--- src/sv/assert_macros.svh ---
// assertion macros shared by the duration parser modules
// no dependencies; bodies are empty when SYNTHESIS is defined
`ifndef ASSERT_MACROS_SVH
`define ASSERT_MACROS_SVH
`ifndef SYNTHESIS
`define DSP_ASSERT(label, clk, rst_n, ante, cons) \
    label: assert property (@(posedge clk) disable iff (!rst_n) (ante) |-> (cons)) \
        else $error("assertion failed");
`define DSP_ASSERT_NEXT(label, clk, rst_n, ante, cons) \
    label: assert property (@(posedge clk) disable iff (!rst_n) (ante) |=> (cons)) \
        else $error("assertion failed");
`else
`define DSP_ASSERT(label, clk, rst_n, ante, cons)
`define DSP_ASSERT_NEXT(label, clk, rst_n, ante, cons)
`endif
`endif

--- src/sv/dsp_pkg.sv ---
// types, character codes, slot codes and unit constants of the duration parser
// no dependencies
package dsp_pkg;

    localparam int DIGIT_W = 31;
    localparam int TOTAL_W = 63;
    localparam int USEC_W  = 25;
    localparam int PROD_W  = DIGIT_W + USEC_W;

    localparam logic [DIGIT_W-1:0] DIGIT_MAX = {DIGIT_W{1'b1}};
    localparam logic [TOTAL_W-1:0] TOTAL_MAX = {TOTAL_W{1'b1}};

    localparam logic [7:0] CH_0 = 8'h30;
    localparam logic [7:0] CH_9 = 8'h39;
    localparam logic [7:0] CH_P = 8'h50;
    localparam logic [7:0] CH_T = 8'h54;
    localparam logic [7:0] CH_Y = 8'h59;
    localparam logic [7:0] CH_M = 8'h4D;
    localparam logic [7:0] CH_D = 8'h44;
    localparam logic [7:0] CH_H = 8'h48;
    localparam logic [7:0] CH_S = 8'h53;

    typedef logic [3:0] t_slot;
    localparam t_slot SLOT_START = 4'd0;
    localparam t_slot SLOT_P     = 4'd1;
    localparam t_slot SLOT_Y     = 4'd2;
    localparam t_slot SLOT_MON   = 4'd3;
    localparam t_slot SLOT_D     = 4'd4;
    localparam t_slot SLOT_T     = 4'd5;
    localparam t_slot SLOT_H     = 4'd6;
    localparam t_slot SLOT_MIN   = 4'd7;
    localparam t_slot SLOT_S     = 4'd8;

    typedef enum logic [2:0] {
        UNIT_NONE   = 3'd0,
        UNIT_YEAR   = 3'd1,
        UNIT_MONTH  = 3'd2,
        UNIT_DAY    = 3'd3,
        UNIT_HOUR   = 3'd4,
        UNIT_MINUTE = 3'd5,
        UNIT_SECOND = 3'd6
    } t_unit;

    typedef struct packed {
        logic prefix;
        logic fully;
        logic dovf;
    } t_flags;

    typedef struct packed {
        logic [DIGIT_W-1:0] value;
        t_unit              unit;
        logic               last;
        t_flags             flags;
    } t_comp;

    // unit length in seconds
    function automatic logic [USEC_W-1:0] unit_sec(input t_unit u);
        logic [USEC_W-1:0] s;
        case (u)
            UNIT_YEAR:   s = USEC_W'(31556952);
            UNIT_MONTH:  s = USEC_W'(2629746);
            UNIT_DAY:    s = USEC_W'(86400);
            UNIT_HOUR:   s = USEC_W'(3600);
            UNIT_MINUTE: s = USEC_W'(60);
            UNIT_SECOND: s = USEC_W'(1);
            default:     s = '0;
        endcase
        return s;
    endfunction

endpackage

--- src/sv/dsp_scan.sv ---
// character scanner: grammar state, digit runs and component selection
// depends on dsp_pkg and assert_macros.svh
`include "assert_macros.svh"

module dsp_scan (
    input  logic          i_clk,
    input  logic          i_rst_n,
    input  logic          i_accept,
    input  logic [7:0]    i_char_in,
    input  logic          i_last_char,
    output dsp_pkg::t_comp o_comp
);

    dsp_pkg::t_slot                  r_slot, n_slot;
    logic                            r_stopped, n_stopped;
    logic                            r_prefix, n_prefix;
    logic [dsp_pkg::DIGIT_W-1:0]     r_digit, n_digit;
    logic                            r_pending, n_pending;
    logic                            r_dovf, n_dovf;

    logic [dsp_pkg::DIGIT_W+3:0]     nv;
    dsp_pkg::t_slot                  target;
    dsp_pkg::t_unit                  unit;
    dsp_pkg::t_unit                  sel_unit;
    logic                            time_part;
    logic                            known;

    always_comb begin
        n_slot    = r_slot;
        n_stopped = r_stopped;
        n_prefix  = r_prefix;
        n_digit   = r_digit;
        n_pending = r_pending;
        n_dovf    = r_dovf;
        sel_unit  = dsp_pkg::UNIT_NONE;
        target    = dsp_pkg::SLOT_START;
        unit      = dsp_pkg::UNIT_NONE;
        time_part = 1'b0;
        known     = 1'b1;
        nv        = {4'b0, r_digit} * (dsp_pkg::DIGIT_W+4)'(10)
                    + {{(dsp_pkg::DIGIT_W){1'b0}}, i_char_in[3:0]};

        case (i_char_in)
            dsp_pkg::CH_Y: begin
                target = dsp_pkg::SLOT_Y;
                unit   = dsp_pkg::UNIT_YEAR;
            end
            dsp_pkg::CH_D: begin
                target = dsp_pkg::SLOT_D;
                unit   = dsp_pkg::UNIT_DAY;
            end
            dsp_pkg::CH_H: begin
                target    = dsp_pkg::SLOT_H;
                unit      = dsp_pkg::UNIT_HOUR;
                time_part = 1'b1;
            end
            dsp_pkg::CH_S: begin
                target    = dsp_pkg::SLOT_S;
                unit      = dsp_pkg::UNIT_SECOND;
                time_part = 1'b1;
            end
            dsp_pkg::CH_M: begin
                if (r_slot < dsp_pkg::SLOT_T) begin
                    target = dsp_pkg::SLOT_MON;
                    unit   = dsp_pkg::UNIT_MONTH;
                end else begin
                    target    = dsp_pkg::SLOT_MIN;
                    unit      = dsp_pkg::UNIT_MINUTE;
                    time_part = 1'b1;
                end
            end
            default: begin
                known = 1'b0;
            end
        endcase

        if (!r_stopped) begin
            if (r_slot == dsp_pkg::SLOT_START) begin
                if (i_char_in == dsp_pkg::CH_P) begin
                    n_slot   = dsp_pkg::SLOT_P;
                    n_prefix = 1'b1;
                end else begin
                    n_stopped = 1'b1;
                end
            end else if (i_char_in inside {[dsp_pkg::CH_0:dsp_pkg::CH_9]}) begin
                if (nv > {4'b0, dsp_pkg::DIGIT_MAX}) begin
                    n_digit = dsp_pkg::DIGIT_MAX;
                    n_dovf  = 1'b1;
                end else begin
                    n_digit = nv[dsp_pkg::DIGIT_W-1:0];
                end
                n_pending = 1'b1;
            end else if (i_char_in == dsp_pkg::CH_T) begin
                if (!r_pending && r_slot <= dsp_pkg::SLOT_D) begin
                    n_slot = dsp_pkg::SLOT_T;
                end else begin
                    n_stopped = 1'b1;
                end
            end else if (!known || !r_pending || r_slot >= target
                         || (time_part ? r_slot < dsp_pkg::SLOT_T
                                       : r_slot >= dsp_pkg::SLOT_T)) begin
                n_stopped = 1'b1;
            end else begin
                sel_unit  = unit;
                n_slot    = target;
                n_digit   = '0;
                n_pending = 1'b0;
            end
        end

        o_comp.value        = r_digit;
        o_comp.unit         = sel_unit;
        o_comp.last         = i_last_char;
        o_comp.flags.prefix = n_prefix;
        o_comp.flags.fully  = n_prefix && !n_stopped && !n_pending;
        o_comp.flags.dovf   = n_dovf;
    end

    always_ff @(posedge i_clk) begin
        if (!i_rst_n) begin
            r_slot    <= dsp_pkg::SLOT_START;
            r_stopped <= 1'b0;
            r_prefix  <= 1'b0;
            r_digit   <= '0;
            r_pending <= 1'b0;
            r_dovf    <= 1'b0;
        end else if (i_accept) begin
            if (i_last_char) begin
                r_slot    <= dsp_pkg::SLOT_START;
                r_stopped <= 1'b0;
                r_prefix  <= 1'b0;
                r_digit   <= '0;
                r_pending <= 1'b0;
                r_dovf    <= 1'b0;
            end else begin
                r_slot    <= n_slot;
                r_stopped <= n_stopped;
                r_prefix  <= n_prefix;
                r_digit   <= n_digit;
                r_pending <= n_pending;
                r_dovf    <= n_dovf;
            end
        end
    end

    // token end returns everything to the start state
    `DSP_ASSERT_NEXT(a_scan_token_reset, i_clk, i_rst_n, i_accept && i_last_char,
        r_slot == dsp_pkg::SLOT_START && !r_stopped && !r_pending && r_digit == '0)
    // a digit run only follows the prefix
    `DSP_ASSERT(a_scan_pending_after_p, i_clk, i_rst_n, r_pending,
        r_prefix && r_slot != dsp_pkg::SLOT_START)
    // a component leaves only with pending digits and an accepted token
    `DSP_ASSERT(a_scan_comp_valid, i_clk, i_rst_n,
        i_accept && o_comp.unit != dsp_pkg::UNIT_NONE,
        r_pending && !r_stopped && r_prefix)

endmodule

--- src/sv/dsp_accum.sv ---
// component pipeline: multiply, scale to ms, saturating sum, result register
// depends on dsp_pkg and assert_macros.svh
`include "assert_macros.svh"

module dsp_accum (
    input  logic                          i_clk,
    input  logic                          i_rst_n,
    input  logic                          i_comp_valid,
    input  dsp_pkg::t_comp                i_comp,
    output logic                          o_comp_ready,
    output logic                          o_out_valid,
    input  logic                          i_out_ready,
    output logic [dsp_pkg::TOTAL_W-1:0]   o_duration_ms,
    output logic                          o_saw_prefix,
    output logic                          o_fully_matched,
    output logic                          o_overflow
);

    logic                            r_p1_valid;
    logic [dsp_pkg::DIGIT_W-1:0]     r_p1_value;
    dsp_pkg::t_unit                  r_p1_unit;
    logic                            r_p1_last;
    dsp_pkg::t_flags                 r_p1_flags;

    logic                            r_p2_valid;
    logic [dsp_pkg::PROD_W-1:0]      r_p2_prod;
    logic                            r_p2_last;
    dsp_pkg::t_flags                 r_p2_flags;

    logic                            r_p3_valid;
    logic [dsp_pkg::TOTAL_W-1:0]     r_p3_prod;
    logic                            r_p3_sat;
    logic                            r_p3_last;
    dsp_pkg::t_flags                 r_p3_flags;

    logic [dsp_pkg::TOTAL_W-1:0]     r_total, n_total;
    logic                            r_tovf, n_tovf;

    logic                            r_out_valid;
    logic [dsp_pkg::TOTAL_W-1:0]     r_out_ms;
    logic                            r_out_prefix;
    logic                            r_out_fully;
    logic                            r_out_ovf;

    logic [dsp_pkg::PROD_W-1:0]      n_p2_prod;
    logic [dsp_pkg::PROD_W+9:0]      prod_ms;
    logic [dsp_pkg::TOTAL_W:0]       sum;
    logic                            out_free, free1, free2, free3, leave3;

    assign out_free = !r_out_valid || i_out_ready;
    assign leave3   = r_p3_valid && (!r_p3_last || out_free);
    assign free3    = !r_p3_valid || leave3;
    assign free2    = !r_p2_valid || free3;
    assign free1    = !r_p1_valid || free2;
    assign o_comp_ready = free1;

    // seconds product, then ms = s * 1000 = s * 1024 - s * 24
    assign n_p2_prod = {{(dsp_pkg::PROD_W-dsp_pkg::DIGIT_W){1'b0}}, r_p1_value}
                       * {{(dsp_pkg::PROD_W-dsp_pkg::USEC_W){1'b0}},
                          dsp_pkg::unit_sec(r_p1_unit)};
    assign prod_ms   = {r_p2_prod, 10'b0} - {6'b0, r_p2_prod, 4'b0}
                       - {7'b0, r_p2_prod, 3'b0};
    assign sum       = {1'b0, r_total} + {1'b0, r_p3_prod};

    always_comb begin
        n_total = sum[dsp_pkg::TOTAL_W] ? dsp_pkg::TOTAL_MAX
                                        : sum[dsp_pkg::TOTAL_W-1:0];
        n_tovf  = r_tovf || sum[dsp_pkg::TOTAL_W] || r_p3_sat;
    end

    always_ff @(posedge i_clk) begin
        if (!i_rst_n) begin
            r_p1_valid  <= 1'b0;
            r_p2_valid  <= 1'b0;
            r_p3_valid  <= 1'b0;
            r_out_valid <= 1'b0;
            r_total     <= '0;
            r_tovf      <= 1'b0;
        end else begin
            if (free1) begin
                r_p1_valid <= i_comp_valid;
            end
            if (free2) begin
                r_p2_valid <= r_p1_valid;
            end
            if (free3) begin
                r_p3_valid <= r_p2_valid;
            end
            if (out_free) begin
                r_out_valid <= leave3 && r_p3_last;
            end
            if (leave3) begin
                if (r_p3_last) begin
                    r_total <= '0;
                    r_tovf  <= 1'b0;
                end else begin
                    r_total <= n_total;
                    r_tovf  <= n_tovf;
                end
            end
        end
    end

    always_ff @(posedge i_clk) begin
        if (free1 && i_comp_valid) begin
            r_p1_value <= i_comp.value;
            r_p1_unit  <= i_comp.unit;
            r_p1_last  <= i_comp.last;
            r_p1_flags <= i_comp.flags;
        end
        if (free2 && r_p1_valid) begin
            r_p2_prod  <= n_p2_prod;
            r_p2_last  <= r_p1_last;
            r_p2_flags <= r_p1_flags;
        end
        if (free3 && r_p2_valid) begin
            if (|prod_ms[dsp_pkg::PROD_W+9:dsp_pkg::TOTAL_W]) begin
                r_p3_prod <= dsp_pkg::TOTAL_MAX;
                r_p3_sat  <= 1'b1;
            end else begin
                r_p3_prod <= prod_ms[dsp_pkg::TOTAL_W-1:0];
                r_p3_sat  <= 1'b0;
            end
            r_p3_last  <= r_p2_last;
            r_p3_flags <= r_p2_flags;
        end
        if (out_free && leave3 && r_p3_last) begin
            r_out_ms     <= n_total;
            r_out_prefix <= r_p3_flags.prefix;
            r_out_fully  <= r_p3_flags.fully;
            r_out_ovf    <= n_tovf || r_p3_flags.dovf;
        end
    end

    assign o_out_valid     = r_out_valid;
    assign o_duration_ms   = r_out_ms;
    assign o_saw_prefix    = r_out_prefix;
    assign o_fully_matched = r_out_fully;
    assign o_overflow      = r_out_ovf;

    // a finished token always lands in the result register
    `DSP_ASSERT_NEXT(a_acc_result_loaded, i_clk, i_rst_n, leave3 && r_p3_last, r_out_valid)
    // the running sum restarts after each token
    `DSP_ASSERT_NEXT(a_acc_sum_cleared, i_clk, i_rst_n, leave3 && r_p3_last,
        r_total == '0 && !r_tovf)
    // a saturated product is pinned at the maximum
    `DSP_ASSERT(a_acc_sat_max, i_clk, i_rst_n, r_p3_valid && r_p3_sat,
        r_p3_prod == dsp_pkg::TOTAL_MAX)

endmodule

--- src/sv/duration_string_parser.sv ---
// top level of the duration token parser, one character item per cycle unless held
// a token's last item passes stages p1, p2, p3, then loads the result register
// throughput: one character per cycle unless held, set by the scanner state loop
// the result register lets characters flow while a result waits, until stages fill
// reset: synchronous active-low, clears grammar state, pipeline valids and the sum
// depends on dsp_pkg, dsp_scan and dsp_accum
module duration_string_parser (
    input  logic                          i_clk,
    input  logic                          i_rst_n,
    input  logic                          i_in_valid,
    output logic                          o_in_ready,
    input  logic [7:0]                    i_char_in,
    input  logic                          i_last_char,
    output logic                          o_out_valid,
    input  logic                          i_out_ready,
    output logic [dsp_pkg::TOTAL_W-1:0]   o_duration_ms,
    output logic                          o_saw_prefix,
    output logic                          o_fully_matched,
    output logic                          o_overflow
);

    dsp_pkg::t_comp comp;
    logic           accept;

    assign accept = i_in_valid && o_in_ready;

    dsp_scan u_scan (
        .i_clk       (i_clk),
        .i_rst_n     (i_rst_n),
        .i_accept    (accept),
        .i_char_in   (i_char_in),
        .i_last_char (i_last_char),
        .o_comp      (comp)
    );

    dsp_accum u_accum (
        .i_clk           (i_clk),
        .i_rst_n         (i_rst_n),
        .i_comp_valid    (i_in_valid),
        .i_comp          (comp),
        .o_comp_ready    (o_in_ready),
        .o_out_valid     (o_out_valid),
        .i_out_ready     (i_out_ready),
        .o_duration_ms   (o_duration_ms),
        .o_saw_prefix    (o_saw_prefix),
        .o_fully_matched (o_fully_matched),
        .o_overflow      (o_overflow)
    );

endmodule
--- config.mk ---
export PLATFORM = sky130hd
export DESIGN_NAME = duration_string_parser
export DESIGN_NICKNAME = d
export VERILOG_FILES = /design/src/sv/dsp_pkg.sv /design/src/sv/dsp_scan.sv /design/src/sv/dsp_accum.sv /design/src/sv/duration_string_parser.sv
export VERILOG_INCLUDE_DIRS = /design/src /design/src/sv
export SDC_FILE = /design/constraint.sdc
export NUM_CORES = 2
export LEC_CHECK = 0
export ABC_AREA = 1
export BUFFER_PORTS_ARGS = -buffer_cell sky130_fd_sc_hd__buf_2
export CAP_MARGIN = 30
export CELL_PAD_IN_SITES_DETAIL_PLACEMENT = 1
export CELL_PAD_IN_SITES_GLOBAL_PLACEMENT = 1
export CORE_ASPECT_RATIO = 1.1
export CORE_MARGIN = 4
export CORE_UTILIZATION = 55
export CTS_BUF_LIST = sky130_fd_sc_hd__clkbuf_8
export CTS_CLUSTER_SIZE = 16
export DETAILED_ROUTE_END_ITERATION = 8
export PLACE_DENSITY = 0.95
export SLEW_MARGIN = 40
export SYNTH_ARGS = -nofsm -noshare
export SYNTH_HDL_FRONTEND = slang
export SYNTH_SLANG_ARGS = --single-unit
export TNS_END_PERCENT = 100
--- constraint.sdc ---
create_clock -name i_clk -period 13.3 [get_ports i_clk]
set_input_delay 0.665 -clock i_clk [delete_from_list [all_inputs] [get_ports i_clk]]
set_output_delay 0.665 -clock i_clk [all_outputs]
set_load 0.005 [all_outputs]
==> impl_results.md <==
- DRC viols: 0
- Seq pwr share: 20.6%
- Largest family of logic cells by synthesized area: adder cells
- Int Power: 0.003195 W
- Busiest grt layer: met2
- Synth Area in Compound Gates: 8.736%
- Cell Pwr Density: 129.0 nW/µm²
- Root buffer cell: clkbuf_8
- Clk sink count: 337
- Worst Path Max Fanout: 19
- Clk_skew: 0.09328 ns
- FILL cells: 10330
- P_leak: 25.24 nW
- Post-synthesis sequential area ratio: 19.27%
- Max-slew violation count: 0
- Clk slew on worst S/H paths: 0.07 ns
- Insertion delay to the later sink of the worst-skew pair: 0.74 ns
- CTS HTree Levels: 3
- Core footprint: 84780 µm²
- Worst path slowest cell: inv_1
- Initial antenna violation count: 3
- HP Class: input port to flop
- Die ar.: 90130 µm²
- Vias per cell: 6.001
- Synth Warn #: 0
- Width of the die: 286.6 µm
- Initial Utilization: 55.39%
- Cts hold-fix bufs: 0
- Met3 layer usage reported by global route: 7.878%
- Post-synthesis mux area share: 0%
- Yosys reg bits: 337
- Slew of the pin with the lowest slew margin: 0.8966 ns
- Synth Area per Inst: 8.086 µm²
- Sw Ratio: 50.52%
- Final WL: 182.2 mm
- Port Buffer Count: 80
- Clock network power share: 18.3%
- M1 GR Usage: 41.98%
- PostCTS Resize Cnt: 0
- Mapped cell area: 46960 µm²
- Num CTS Buffers: 66
- Worst EP required: 13.71 ns
- Synth cell types: 54
- Logic gate share of total power: 61.1%
- TritonCTS clock tree: done
- Crit path time final: 10.45 ns
- Max Cap Viol: 0
- Simple logic cell fraction of the synthesized area: 18.68%
- Sequential cell area: 9049 µm²
- Status: complete, no violations
- Multi-input gate area: 32410 µm²
- Tcrit/Tclk final: 78.58%
- Unrepaired setup endpoints after global routing: no
- IO Pins: 81
- Number of setup buffers added after CTS: 0
- Drt wl/cell: 25.72 µm
- DPL Wire Length: 145.7 mm
- DR pass1 iterations: 6
- GP Congestion: 1.025
- Slew headroom: 40.00%
- Cells after Synth: 5808
- DP Area: 48610 µm²
- Kind of critical path: flop to flop
- Final Hold Vio Count: 0
- Clock buffer depth: 3
- DIE HEIGHT: 314.5 µm
- Starting DRT DRC Count: 3361
- First-pass GRT wire length: 278.9 mm
- GRT Overall Usage: 40.43%
- Crit path launch type: flop
- Rows: 112
- XOR/XNOR share of the synthesized area: 3.112%
- Layout cell share with drive strength beyond 1: 6.714%
- Syn_nets: 6888
- GRT overflow: 0
- Fmax achieved: 95.68 MHz
- CP max stage delay: 0.82 ns
- Nets: 6970
- M2 GR Usage: 72.28%
- Maximum vdd ir drop: 0.1186 mV
- Post-route ant nets: 0
- CP arrival: 10.86 ns
- Setup Viol. Count Final: 0
- Net Sw Power: 0.003263 W
- Vias in the first global route: 48370
- Final instance area: 50060 µm²
- Post-Synth Adder-Cell Area: 38.32%
- Critical Path End Type: flop
- Pin count of the biggest net entering global routing: 67
- Synthesis-to-layout area growth: 6.602%
- Via Count: 42510
- Setup total negative slack: 0 ns
-- logic make-up after synthesis --
| group | Yosys count |
|---|---|
| xor+xnor | 166 |
| fa+ha+maj | 1067 |
| compound gates | 716 |
| simple gates | 2058 |
| flops | 337 |
| buf+inv | 1464 |
-- metrics by stage --
stage | worst slack [ns] | cells | utilization (%) | hold WS [ns] | total power, W
after floorplan | 5.654 | 5808 | - | 0.4003 | 0.003891
final | 2.849 | 7084 | 59.05 | 0.2195 | 0.006458
after global placement | 3.924 | 6961 | 57.31 | 0.4018 | 0.004839
after global routing | 2.574 | 7084 | 59.05 | 0.2159 | 0.006868
after CTS | 3.119 | 7082 | 59.01 | 0.1925 | 0.006337
after detailed placement | 3.317 | 6961 | 57.34 | 0.4142 | 0.005071
-- critical path: cells and delay by family, from the launching register on --
kind	cells	cell delay, ns
adder cells (fa/ha/maj)	8	3.80
buffers and inverters	9	2.47
AND/OR/NAND/NOR	10	1.84
AO/OA/AOI/OAI	5	1.55
flip-flops	1	0.41
-- sequential cells by signal, summed over array words and instances, names as in the netlist, 4 cells and up --
| signal | count |
|---|---|
| u_scan.r_slot | 4 |
| u_scan.r_digit | 31 |
| u_accum.r_total | 63 |
| u_accum.r_p3_prod | 61 |
| u_accum.r_p1_value | 31 |
| u_accum.o_duration_ms | 63 |
| u_accum.r_p2_prod | 56 |
-- placed cells by master (no fill, tap or decap), drive strengths merged, types with 94 or more instances in the layout --
cell type | netlist | final
nor2 | 591 | 591
fa | 619 | 619
nand3 | 254 | 254
xor2 | 94 | 94
edfxtp | 230 | 230
ha | 448 | 448
inv | 1369 | 1393
buf | 33 | 104
o21ai | 163 | 163
dfxtp | 107 | 107
nand2 | 1082 | 1082
a21oi | 385 | 385
-- layout make-up --
type | count | share of cell area [%]
Inverter | 1374 | 10.31
Multi-Input combinational cell | 4007 | 64.73
Antenna cell | 1 | 0.004999
Sequential cell | 337 | 18.07
Timing Repair Buffer | 104 | 1.200
Clock buffer | 71 | 1.952
Tap cell | 1140 | 2.849
Clock inverter | 50 | 0.8747
-- Yosys cell counts (all sizes together) --
library cell | number | area, µm²
inv | 1369 | 5139
nand2 | 1082 | 4172
fa | 619 | 12390
nor2 | 591 | 2312
ha | 448 | 5605
a21oi | 385 | 2051
nand3 | 254 | 1481
edfxtp | 230 | 6907
o21ai | 163 | 815.8
dfxtp | 107 | 2142
xor2 | 94 | 830.8
xnor2 | 72 | 630.6
clkbuf | 57 | 215.2
a31oi | 44 | 275.3
nor3 | 35 | 180.2
buf | 33 | 205.2
nand4 | 33 | 206.5
a21o | 23 | 172.7
nand3b | 21 | 157.7
o21a | 21 | 157.7
or2 | 20 | 127.6
a21boi | 19 | 146.4
nor4 | 14 | 87.58
o21bai | 14 | 108.9
o211ai | 10 | 75.07
a211oi | 9 | 67.56
o221ai | 8 | 70.07
a221oi | 7 | 61.31
o22ai | 6 | 37.54
clkinv | 5 | 18.77
o2111ai | 5 | 43.79
and2 | 4 | 25.02
and3 | 4 | 25.02
a31o | 1 | 8.760
o221a | 1 | 11.26
-- final timing paths --
check | slack [ns] | end | cells past startpoint | startpoint
setup / recovery | 2.85 | u_accum.r_p2_prod[50] | 32 | u_accum.r_p1_unit[0]
hold / removal | 0.22 | u_accum.r_p1_last | 1 | i_last_char
setup reg to reg | 2.85 | u_accum.r_p2_prod[50] | 32 | u_accum.r_p1_unit[0]
hold reg to reg | 0.43 | u_accum.o_fully_matched | 0 | u_accum.r_p3_flags[1]
-- routing by layer --
layer  wire length [µm]  part of all wire, %  vias up
met1              61100                   34    20920
met4              17560                  9.6        4
met3              12580                  6.9     1083
met2              90910                   50     2268
met5                 31                0.017        -
li1                   -                    -    18230
-- power by group through the flow --
stage / registers, W / clock network [W] / logic (W)
after global placement: 0.00134 / 0 / 0.00350
final: 0.00133 / 0.00118 / 0.00395
after floorplan: 0.00132 / 0 / 0.00258
after CTS: 0.00133 / 0.00118 / 0.00383
after global routing: 0.00133 / 0.00123 / 0.00430
after detailed placement: 0.00135 / 0 / 0.00372
Power figures use the tool's default switching activity.
